**src/design/mand_pkg.sv**
```systemverilog
// Shared types, constants and helpers for the escape-time pixel evaluator.
package mand_pkg;

    // Register indexes on the configuration port
    typedef enum logic [2:0] {
        REG_MAX_ITER     = 3'd0,
        REG_ESCAPE_LIMIT = 3'd1,
        REG_RE_ORIGIN    = 3'd2,
        REG_RE_STEP      = 3'd3,
        REG_IM_ORIGIN    = 3'd4,
        REG_IM_STEP      = 3'd5
    } cfg_reg_t;

    localparam int CFG_INDEX_WIDTH = 3;
    localparam int CFG_DATA_WIDTH  = 32;
    localparam int WORD_WIDTH      = 32;
    localparam int ESC_WIDTH       = 7;
    localparam int PEN_WIDTH       = 16;

    // Parameter defaults
    localparam int DEF_COORD_WIDTH = 12;
    localparam int DEF_FRAC_BITS   = 24;
    localparam int DEF_ITER_WIDTH  = 8;

    // Register reset values
    localparam int MAX_ITER_RST                        = 100;
    localparam logic [ESC_WIDTH-1:0] ESC_LIMIT_RST     = 7'd100;
    localparam logic signed [WORD_WIDTH-1:0] RE_ORIGIN_RST = -32'sd36909875;
    localparam logic signed [WORD_WIDTH-1:0] RE_STEP_RST   = 32'sd78643;
    localparam logic signed [WORD_WIDTH-1:0] IM_ORIGIN_RST = -32'sd25165824;
    localparam logic signed [WORD_WIDTH-1:0] IM_STEP_RST   = 32'sd104858;

    typedef enum logic [3:0] {
        ST_IDLE,
        ST_COORD_RE,
        ST_COORD_IM,
        ST_INIT,
        ST_SQ_X,
        ST_SQ_Y,
        ST_MUL_XY,
        ST_UPDATE,
        ST_DONE
    } state_t;

    // Controller to datapath
    typedef struct packed {
        logic accept;    // latch pixel coordinates
        logic coord_re;  // col * re_step
        logic coord_im;  // cx add, row * im_step
        logic init;      // cy add, z = c, n = 1
        logic sq_x;      // x * x
        logic sq_y;      // y * y
        logic mul_xy;    // x * y and x*x - y*y
        logic step_n;    // n = n + 1
        logic update;    // z = z*z + c
        logic load_out;  // result into the output register
    } cmd_t;

    // Datapath to controller
    typedef struct packed {
        logic escaped;    // |z|^2 above limit
        logic last_iter;  // n + 1 reaches max_iter
        logic short_run;  // max_iter <= 1, no update at all
        logic out_free;   // output register can take a result
    } status_t;

    function automatic logic signed [WORD_WIDTH-1:0] sat32(input logic signed [63:0] v);
        logic signed [63:0] hi;
        logic signed [63:0] lo;
        hi = 64'sh0000_0000_7FFF_FFFF;
        lo = -64'sh0000_0000_8000_0000;
        if (v > hi)
            sat32 = 32'sh7FFF_FFFF;
        else if (v < lo)
            sat32 = 32'sh8000_0000;
        else
            sat32 = v[WORD_WIDTH-1:0];
    endfunction

    // Pen color from the count; overlapping bit fields are ORed
    function automatic logic [PEN_WIDTH-1:0] pen_colour(input logic [15:0] n);
        logic [PEN_WIDTH-1:0] lo_part;
        logic [PEN_WIDTH-1:0] mid_part;
        logic [PEN_WIDTH-1:0] hi_part;
        lo_part  = {11'd0, n[7:3]};
        mid_part = {5'd0, n[5:0], 5'd0};
        hi_part  = {2'd0, n[3:0], 10'd0};
        pen_colour = lo_part | mid_part | hi_part;
    endfunction

endpackage

```
**src/design/mand_ctrl.sv**
```systemverilog
// Sequencing state machine for the escape-time evaluator.
module mand_ctrl (
    input  logic              clk,
    input  logic              rst_n,
    input  logic              s_tvalid,
    output logic              s_tready,
    input  mand_pkg::status_t status,
    output mand_pkg::cmd_t    cmd
);
    import mand_pkg::*;

    state_t state_reg;
    state_t state_next;

    always_ff @(posedge clk or negedge rst_n)
    begin
        if (!rst_n)
            state_reg <= ST_IDLE;
        else
            state_reg <= state_next;
    end

    always_comb
    begin
        state_next = state_reg;
        unique case (state_reg)
            ST_IDLE:
            begin
                if (s_tvalid)
                    state_next = ST_COORD_RE;
            end
            ST_COORD_RE: state_next = ST_COORD_IM;
            ST_COORD_IM: state_next = ST_INIT;
            ST_INIT:
            begin
                if (status.short_run)
                    state_next = ST_DONE;
                else
                    state_next = ST_SQ_X;
            end
            ST_SQ_X: state_next = ST_SQ_Y;
            ST_SQ_Y: state_next = ST_MUL_XY;
            ST_MUL_XY:
            begin
                if (status.escaped || status.last_iter)
                    state_next = ST_DONE;
                else
                    state_next = ST_UPDATE;
            end
            ST_UPDATE: state_next = ST_SQ_X;
            ST_DONE:
            begin
                if (status.out_free)
                    state_next = ST_IDLE;
            end
            default: state_next = ST_IDLE;
        endcase
    end

    always_comb
    begin
        cmd      = '0;
        s_tready = 1'b0;
        unique case (state_reg)
            ST_IDLE:
            begin
                s_tready   = 1'b1;
                cmd.accept = s_tvalid;
            end
            ST_COORD_RE: cmd.coord_re = 1'b1;
            ST_COORD_IM: cmd.coord_im = 1'b1;
            ST_INIT:     cmd.init     = 1'b1;
            ST_SQ_X:     cmd.sq_x     = 1'b1;
            ST_SQ_Y:     cmd.sq_y     = 1'b1;
            ST_MUL_XY:
            begin
                cmd.mul_xy = 1'b1;
                cmd.step_n = !status.escaped;
            end
            ST_UPDATE:   cmd.update   = 1'b1;
            ST_DONE:     cmd.load_out = status.out_free;
            default:     cmd          = '0;
        endcase
    end

endmodule

```
**src/design/mand_dp.sv**
```systemverilog
// Datapath: shared multiplier, point and orbit registers, result register.
module mand_dp #(
    parameter int COORD_WIDTH = mand_pkg::DEF_COORD_WIDTH,
    parameter int FRAC_BITS   = mand_pkg::DEF_FRAC_BITS,
    parameter int ITER_WIDTH  = mand_pkg::DEF_ITER_WIDTH
) (
    input  logic                                   clk,
    input  logic                                   rst_n,
    input  mand_pkg::cmd_t                         cmd,
    output mand_pkg::status_t                      status,
    input  logic [COORD_WIDTH-1:0]                 in_col,
    input  logic [COORD_WIDTH-1:0]                 in_row,
    input  logic [ITER_WIDTH-1:0]                  max_iter,
    input  logic [mand_pkg::ESC_WIDTH-1:0]         escape_limit,
    input  logic signed [mand_pkg::WORD_WIDTH-1:0] re_origin,
    input  logic signed [mand_pkg::WORD_WIDTH-1:0] re_step,
    input  logic signed [mand_pkg::WORD_WIDTH-1:0] im_origin,
    input  logic signed [mand_pkg::WORD_WIDTH-1:0] im_step,
    input  logic                                   out_ready,
    output logic                                   out_valid,
    output logic [COORD_WIDTH-1:0]                 out_col,
    output logic [COORD_WIDTH-1:0]                 out_row,
    output logic [ITER_WIDTH-1:0]                  out_iter,
    output logic [mand_pkg::PEN_WIDTH-1:0]         out_pen
);
    import mand_pkg::*;

    localparam int OPW = WORD_WIDTH + 1;

    logic [COORD_WIDTH-1:0]        col_reg;
    logic [COORD_WIDTH-1:0]        row_reg;
    logic signed [63:0]            pxx_reg;
    logic signed [63:0]            pyy_reg;
    logic signed [63:0]            pxy_reg;
    logic signed [63:0]            diff_reg;
    logic signed [WORD_WIDTH-1:0]  x_reg;
    logic signed [WORD_WIDTH-1:0]  y_reg;
    logic signed [WORD_WIDTH-1:0]  cx_reg;
    logic signed [WORD_WIDTH-1:0]  cy_reg;
    logic [ITER_WIDTH-1:0]         n_reg;
    logic                          out_valid_reg;
    logic [COORD_WIDTH-1:0]        out_col_reg;
    logic [COORD_WIDTH-1:0]        out_row_reg;
    logic [ITER_WIDTH-1:0]         out_iter_reg;
    logic [PEN_WIDTH-1:0]          out_pen_reg;

    logic signed [OPW-1:0]         mul_a;
    logic signed [OPW-1:0]         mul_b;
    logic signed [2*OPW-1:0]       mul_p;
    logic signed [63:0]            prod;
    logic signed [63:0]            cx_wide;
    logic signed [63:0]            cy_wide;
    logic signed [63:0]            nx_wide;
    logic signed [63:0]            ny_wide;
    logic [63:0]                   mag_sum;
    logic [63:0]                   limit;
    logic [ITER_WIDTH:0]           n_plus;

    // Shared multiplier, operands chosen by the current step
    always_comb
    begin
        if (cmd.coord_re)
        begin
            mul_a = $signed({{(OPW-COORD_WIDTH){1'b0}}, col_reg});
            mul_b = $signed({re_step[WORD_WIDTH-1], re_step});
        end
        else if (cmd.coord_im)
        begin
            mul_a = $signed({{(OPW-COORD_WIDTH){1'b0}}, row_reg});
            mul_b = $signed({im_step[WORD_WIDTH-1], im_step});
        end
        else if (cmd.sq_x)
        begin
            mul_a = $signed({x_reg[WORD_WIDTH-1], x_reg});
            mul_b = $signed({x_reg[WORD_WIDTH-1], x_reg});
        end
        else if (cmd.sq_y)
        begin
            mul_a = $signed({y_reg[WORD_WIDTH-1], y_reg});
            mul_b = $signed({y_reg[WORD_WIDTH-1], y_reg});
        end
        else
        begin
            mul_a = $signed({x_reg[WORD_WIDTH-1], x_reg});
            mul_b = $signed({y_reg[WORD_WIDTH-1], y_reg});
        end
    end

    assign mul_p = mul_a * mul_b;
    assign prod  = mul_p[63:0];

    // Point: origin plus product held in pxx_reg
    assign cx_wide = $signed({{32{re_origin[WORD_WIDTH-1]}}, re_origin}) + pxx_reg;
    assign cy_wide = $signed({{32{im_origin[WORD_WIDTH-1]}}, im_origin}) + pxx_reg;

    // Orbit update, arithmetic shifts round toward minus infinity
    assign nx_wide = (diff_reg >>> FRAC_BITS) + $signed({{32{cx_reg[WORD_WIDTH-1]}}, cx_reg});
    assign ny_wide = (pxy_reg >>> (FRAC_BITS - 1))
                   + $signed({{32{cy_reg[WORD_WIDTH-1]}}, cy_reg});

    // Squares are never negative, so their sum fits 64 unsigned bits
    assign mag_sum = $unsigned(pxx_reg) + $unsigned(pyy_reg);
    assign limit   = {{(64-ESC_WIDTH){1'b0}}, escape_limit} << (2 * FRAC_BITS);
    assign n_plus  = {1'b0, n_reg} + {{ITER_WIDTH{1'b0}}, 1'b1};

    assign status.escaped   = mag_sum > limit;
    assign status.last_iter = n_plus >= {1'b0, max_iter};
    assign status.short_run = max_iter <= {{(ITER_WIDTH-1){1'b0}}, 1'b1};
    assign status.out_free  = !out_valid_reg || out_ready;

    always_ff @(posedge clk)
    begin
        if (cmd.accept)
        begin
            col_reg <= in_col;
            row_reg <= in_row;
        end
        if (cmd.coord_re || cmd.coord_im || cmd.sq_x)
            pxx_reg <= prod;
        if (cmd.coord_im)
            cx_reg <= sat32(cx_wide);
        if (cmd.init)
        begin
            cy_reg <= sat32(cy_wide);
            y_reg  <= sat32(cy_wide);
            x_reg  <= cx_reg;
        end
        if (cmd.sq_y)
            pyy_reg <= prod;
        if (cmd.mul_xy)
        begin
            pxy_reg  <= prod;
            diff_reg <= pxx_reg - pyy_reg;
        end
        if (cmd.update)
        begin
            x_reg <= sat32(nx_wide);
            y_reg <= sat32(ny_wide);
        end
        if (cmd.init)
            n_reg <= {{(ITER_WIDTH-1){1'b0}}, 1'b1};
        else if (cmd.step_n)
            n_reg <= n_plus[ITER_WIDTH-1:0];
        if (cmd.load_out)
        begin
            out_col_reg  <= col_reg;
            out_row_reg  <= row_reg;
            out_iter_reg <= n_reg;
            out_pen_reg  <= pen_colour(16'(n_reg));
        end
    end

    always_ff @(posedge clk or negedge rst_n)
    begin
        if (!rst_n)
            out_valid_reg <= 1'b0;
        else if (cmd.load_out)
            out_valid_reg <= 1'b1;
        else if (out_ready)
            out_valid_reg <= 1'b0;
    end

    assign out_valid = out_valid_reg;
    assign out_col   = out_col_reg;
    assign out_row   = out_row_reg;
    assign out_iter  = out_iter_reg;
    assign out_pen   = out_pen_reg;

endmodule

```
**src/design/mandelbrot_escape_time_pixel.sv**
```systemverilog
// Top level of the escape-time pixel evaluator: ports, register file, assembly.
//
// Channel   Direction  Handshake            Payload
// s_*       in         s_tvalid / s_tready  s_tdata: col, row
// m_*       out        m_tvalid / m_tready  m_tdata: pixel_col, pixel_row, iter_count, pen_colour
// cfg_*     in         cfg_we               cfg_index, cfg_data (no read-back)
//
// The point is formed in coord_re, coord_im and init; each iteration then runs x*x, y*y
// and x*y on one shared 33x33 multiplier, then the update. A run ends when the point
// escapes or the count runs out, or straight after init when max_iter <= 1;
// the next pixel transfer can come in the cycle after the result is loaded.
// Reset clears the state machine and the output valid, and loads register defaults.
// Stalls: a result waits in the output register; the next one holds input closed until then.
module mandelbrot_escape_time_pixel #(
    parameter int COORD_WIDTH = mand_pkg::DEF_COORD_WIDTH,
    parameter int FRAC_BITS   = mand_pkg::DEF_FRAC_BITS,
    parameter int ITER_WIDTH  = mand_pkg::DEF_ITER_WIDTH
) (
    input  logic                                      clk,
    input  logic                                      rst_n,
    // Input pixel
    input  logic                                      s_tvalid,
    output logic                                      s_tready,
    // col, row; zero padded to whole bytes
    input  logic [((2*COORD_WIDTH+7)/8)*8-1:0]        s_tdata,
    // Result
    output logic                                      m_tvalid,
    input  logic                                      m_tready,
    // pixel_col, pixel_row, iter_count, pen_colour; zero padded to whole bytes
    output logic [((2*COORD_WIDTH+ITER_WIDTH+16+7)/8)*8-1:0] m_tdata,
    // Configuration writes
    input  logic                                      cfg_we,
    input  logic [mand_pkg::CFG_INDEX_WIDTH-1:0]      cfg_index,
    input  logic [mand_pkg::CFG_DATA_WIDTH-1:0]       cfg_data
);
    import mand_pkg::*;

    localparam int M_BITS = 2*COORD_WIDTH + ITER_WIDTH + PEN_WIDTH;
    localparam int M_W    = ((M_BITS+7)/8)*8;

    logic [ITER_WIDTH-1:0]         max_iter_reg;
    logic [ESC_WIDTH-1:0]          escape_limit_reg;
    logic signed [WORD_WIDTH-1:0]  re_origin_reg;
    logic signed [WORD_WIDTH-1:0]  re_step_reg;
    logic signed [WORD_WIDTH-1:0]  im_origin_reg;
    logic signed [WORD_WIDTH-1:0]  im_step_reg;

    cmd_t                          cmd;
    status_t                       status;
    logic [COORD_WIDTH-1:0]        out_col;
    logic [COORD_WIDTH-1:0]        out_row;
    logic [ITER_WIDTH-1:0]         out_iter;
    logic [PEN_WIDTH-1:0]          out_pen;

    // Register file; writes beyond the last index are dropped
    always_ff @(posedge clk or negedge rst_n)
    begin
        if (!rst_n)
        begin
            max_iter_reg     <= ITER_WIDTH'(MAX_ITER_RST);
            escape_limit_reg <= ESC_LIMIT_RST;
            re_origin_reg    <= RE_ORIGIN_RST;
            re_step_reg      <= RE_STEP_RST;
            im_origin_reg    <= IM_ORIGIN_RST;
            im_step_reg      <= IM_STEP_RST;
        end
        else if (cfg_we)
        begin
            unique case (cfg_index)
                REG_MAX_ITER:     max_iter_reg     <= cfg_data[ITER_WIDTH-1:0];
                REG_ESCAPE_LIMIT: escape_limit_reg <= cfg_data[ESC_WIDTH-1:0];
                REG_RE_ORIGIN:    re_origin_reg    <= $signed(cfg_data[WORD_WIDTH-1:0]);
                REG_RE_STEP:      re_step_reg      <= $signed(cfg_data[WORD_WIDTH-1:0]);
                REG_IM_ORIGIN:    im_origin_reg    <= $signed(cfg_data[WORD_WIDTH-1:0]);
                REG_IM_STEP:      im_step_reg      <= $signed(cfg_data[WORD_WIDTH-1:0]);
                default:          ;
            endcase
        end
    end

    mand_ctrl u_ctrl (
        .clk      (clk),
        .rst_n    (rst_n),
        .s_tvalid (s_tvalid),
        .s_tready (s_tready),
        .status   (status),
        .cmd      (cmd)
    );

    mand_dp #(
        .COORD_WIDTH (COORD_WIDTH),
        .FRAC_BITS   (FRAC_BITS),
        .ITER_WIDTH  (ITER_WIDTH)
    ) u_dp (
        .clk          (clk),
        .rst_n        (rst_n),
        .cmd          (cmd),
        .status       (status),
        .in_col       (s_tdata[COORD_WIDTH-1:0]),
        .in_row       (s_tdata[2*COORD_WIDTH-1:COORD_WIDTH]),
        .max_iter     (max_iter_reg),
        .escape_limit (escape_limit_reg),
        .re_origin    (re_origin_reg),
        .re_step      (re_step_reg),
        .im_origin    (im_origin_reg),
        .im_step      (im_step_reg),
        .out_ready    (m_tready),
        .out_valid    (m_tvalid),
        .out_col      (out_col),
        .out_row      (out_row),
        .out_iter     (out_iter),
        .out_pen      (out_pen)
    );

    // Pack result, first field in the low bits
    assign m_tdata = M_W'({out_pen, out_iter, out_row, out_col});

    // One pixel in flight: after an input transfer the port stays closed
    assert property (@(posedge clk) disable iff (!rst_n)
        (s_tvalid && s_tready) |=> !s_tready)
        else $error("input taken while a pixel is in flight");

    // Count is at least one and never passes max_iter (or is one for a short run)
    assert property (@(posedge clk) disable iff (!rst_n)
        m_tvalid |-> (out_iter != '0) &&
                     ((out_iter <= max_iter_reg) || (out_iter == ITER_WIDTH'(1))))
        else $error("iteration count out of range");

    // Pen color follows the count it was loaded with
    assert property (@(posedge clk) disable iff (!rst_n)
        m_tvalid |-> (out_pen == pen_colour(16'(out_iter))))
        else $error("pen color does not match count");

endmodule

```
**config.mk**
```make
export PLATFORM = sky130hd
export DESIGN_NAME = mandelbrot_escape_time_pixel
export DESIGN_NICKNAME = d
export VERILOG_FILES = /design/src/design/mand_pkg.sv /design/src/design/mand_ctrl.sv /design/src/design/mand_dp.sv /design/src/design/mandelbrot_escape_time_pixel.sv
export SDC_FILE = /design/constraint.sdc
export NUM_CORES = 2
export LEC_CHECK = 0
export BUFFER_PORTS_ARGS = -buffer_cell sky130_fd_sc_hd__buf_2
export CORE_MARGIN = 2
export CORE_UTILIZATION = 55
export DETAILED_ROUTE_END_ITERATION = 10
export PLACE_DENSITY_LB_ADDON = 0.12
export SLEW_MARGIN = 5
export SYNTH_ARGS = -nofsm -noshare
export SYNTH_HDL_FRONTEND = slang
export SYNTH_SLANG_ARGS = --single-unit
```
**constraint.sdc**
```tcl
create_clock -name clk -period 22.4 [get_ports clk]
set_clock_uncertainty 0.1 [all_clocks]
set_input_delay 2.24 -clock clk [delete_from_list [all_inputs] [get_ports clk]]
set_output_delay 2.24 -clock clk [all_outputs]
set_load 0.02 [all_outputs]
```
==> results.sh <==
export IMPL_crit_fanout=65
export IMPL_drtPass1Iterations=8
export IMPL_use_met3=0.106
export IMPL_cts_resized_gates=0
export IMPL_status="complete, no violations"
export IMPL_synthArstFlopShare=0.269
export IMPL_ys_warnings_count=0
export IMPL_final_common_cell="inv_1"
export IMPL_yosysTopAreaCell="fa_1"
export IMPL_holdWs_ns=0.406
export IMPL_die_w_um=384
export IMPL_max_freq_mhz=77.1
export IMPL_rows=139
export IMPL_post_cts_buffers=0
export IMPL_dp_hpwl_um=240000
export IMPL_fin_crit_sh=0.579
export IMPL_critPathBufInv=10
export IMPL_critPathLaunchType="flop"
export IMPL_coreArea_mm2=0.143
export IMPL_cp_common_cell="fa_1"
export IMPL_crit_path_end_kind="flop"
export IMPL_drt_drc_violations_left=0
export IMPL_critPathKind="flop to flop"
export IMPL_reg2reg_depth=36
export IMPL_grt_use_met2=0.609
export IMPL_synth_area_mm2=0.0794
export IMPL_finalNetCount=10400
export IMPL_worst_path_max_delay_cell="nand2_1"
export IMPL_synthTopCellsByArea="fa_1 (28%), edfxtp_1 (15%), ha_1 (8.8%)"
export IMPL_grt_max_degree=88
export IMPL_grt_pass1_vias=67500
export IMPL_crit_cells=36
export IMPL_drt_wl_total_um=300000
export IMPL_timing_final_hold_violations=0
export IMPL_cts_hold_fix_buffers=0
export IMPL_viasPerCell=6.38
export IMPL_rsz0062_at_grt="no"
export IMPL_via_count=67800
export IMPL_ys_ff_latch=550
export IMPL_min_period_ns=12.97
export IMPL_clk_latency_ns=0.69
export IMPL_syn_avg_cell_area_um2=9.08
export IMPL_grt_pass1_wl_um=442000
export IMPL_busiest_layer="met2"
export IMPL_cts_sinks=550
export IMPL_postRouteAntennaNets=0
export IMPL_htree_levels=3
export IMPL_die_area_mm2=0.147
export IMPL_drive_above_1_share=0.0801
export IMPL_syn_to_final_growth_pct=6.26
export IMPL_die_h_um=384
export IMPL_synth_edf_count=394
export IMPL_synth_flop_cell="edfxtp_1"
export IMPL_maxSlewViolCount=0
export IMPL_drv_cap=0
export IMPL_grt_antenna_before_repair=14
export IMPL_clkSlewWorstSetupHoldPaths_ns=0.06
export IMPL_maxSlewHeadroom=0.0574
export IMPL_cts_tree="done"
export IMPL_clock_path_buffers=3
export IMPL_most_common_layout_cells="inv_1 (1316), fa_1 (1110), nand2_1 (974)"
export IMPL_start_util=0.553
export IMPL_min_path_cells=1
export IMPL_setup_viol=0
export IMPL_portBuffers=111
export IMPL_drt_iter0_drc=7853
export IMPL_wl_per_cell_um=28.3
export IMPL_max_stage_delay_ns=1.06
export IMPL_grt_overflow_total=0
export IMPL_worst_slew_pin_slew_ns=1.41
export IMPL_ioPinCount=114
export IMPL_yosys_area_top_type_share=0.280
export IMPL_cts_root_buf="clkbuf_16"
export IMPL_ys_seq_area_frac=0.198
export IMPL_use_met1=0.553
export IMPL_hold_class="flop to flop"
export IMPL_netlist_instances=8744
export IMPL_grt_use_total=0.409
export IMPL_r2r_setup_slack_ns=9.43
export IMPL_gp_congestion=1.05
export IMPL_yosysUniqueCellTypes=106
export IMPL_path_delay_family="adder cells"
export IMPL_arrival_ns=13.27
export IMPL_fill_cells=12700
export IMPL_tns_ns=0
export IMPL_cts_made_buffers=68
export IMPL_required_ns=22.70
[logic make-up after synthesis]
group / Yosys count / share of synthesized area
multiplexers: 169 / 0.0235
AND/OR/NAND/NOR: 2643 / 0.149
AO/OA/AOI/OAI: 1693 / 0.146
buffers and inverters: 1728 / 0.0830
XOR/XNOR: 289 / 0.0319
other: 1 / 0.0000472
flip-flops: 550 / 0.198
adder cells (fa/ha/maj): 1671 / 0.368
[synth_stat cells (all sizes together), types with 68 or more instances]
master / count
inv: 1320
fa: 1110
nand2: 976
nor2: 863
ha: 561
a21oi: 469
edfxtp: 394
clkbuf: 336
o21ai: 253
xnor2: 190
a21o: 157
nand3: 153
mux2: 137
nor3: 101
xor2: 99
dfrtp: 96
nand4: 82
a31oi: 71
buf: 71
nor4: 69
o21a: 68
[worst register-to-register path, delay by kind of cell (launching register included)]
family                     cells  cell delay (ns)
adders and majority gates      9             4.25
DFF                            1             0.52
AOI/OAI and AO/OA              8             3.08
buffers and inverters         10             1.67
and+or+nand+nor                9             3.06
[per-stage QoR]
stage | setup WS, ns | cells | utilization | area, um2
floorplan | 11.00 | 8745 | - | 79400
global placement | 9.95 | 10500 | 0.572 | 82100
detailed placement | 9.78 | 10500 | 0.573 | 82200
CTS | 9.69 | 10600 | 0.588 | 84400
global route | 9.01 | 10600 | 0.588 | 84400
finish | 9.43 | 10600 | 0.588 | 84400
[final cells by class]
| class | count | area [um2] | area share |
|---|---|---|---|
| Clock buffer | 95 | 1880 | 0.0222 |
| Inverter | 1321 | 4960 | 0.0588 |
| Antenna cell | 8 | 20.0 | 0.000237 |
| Clock inverter | 30 | 344 | 0.00408 |
| Multi-Input combinational cell | 6467 | 57500 | 0.681 |
| Timing Repair Buffer | 246 | 1580 | 0.0187 |
| Tap cell | 1903 | 2380 | 0.0282 |
| Sequential cell | 550 | 15800 | 0.187 |
[layer usage]
metal	routed length, um	vias up
li1	-	29200
met4	18300	10
met3	33600	840
met1	119000	33900
met2	129000	3835
met5	53	-
[path summary, 6_finish.rpt]
path | from | end
setup / recovery | u_ctrl.state_reg[0]$_DFFE_PN0P_ | u_dp.pxx_reg[62]$_DFFE_PP_
hold / removal | im_step_reg[31]$_DFFE_PN0P_ | im_step_reg[31]$_DFFE_PN0P_
setup reg to reg | u_ctrl.state_reg[0]$_DFFE_PN0P_ | u_dp.pxx_reg[62]$_DFFE_PP_
hold reg to reg | im_step_reg[31]$_DFFE_PN0P_ | im_step_reg[31]$_DFFE_PN0P_
max in group asynchronous | rst_n | re_step_reg[29]$_DFFE_PN0P_
min in group asynchronous | rst_n | re_origin_reg[25]$_DFFE_PN0P_
Power is not shown: default switching activity piles up to over one toggle a cycle in this logic, so the estimate is an artifact.
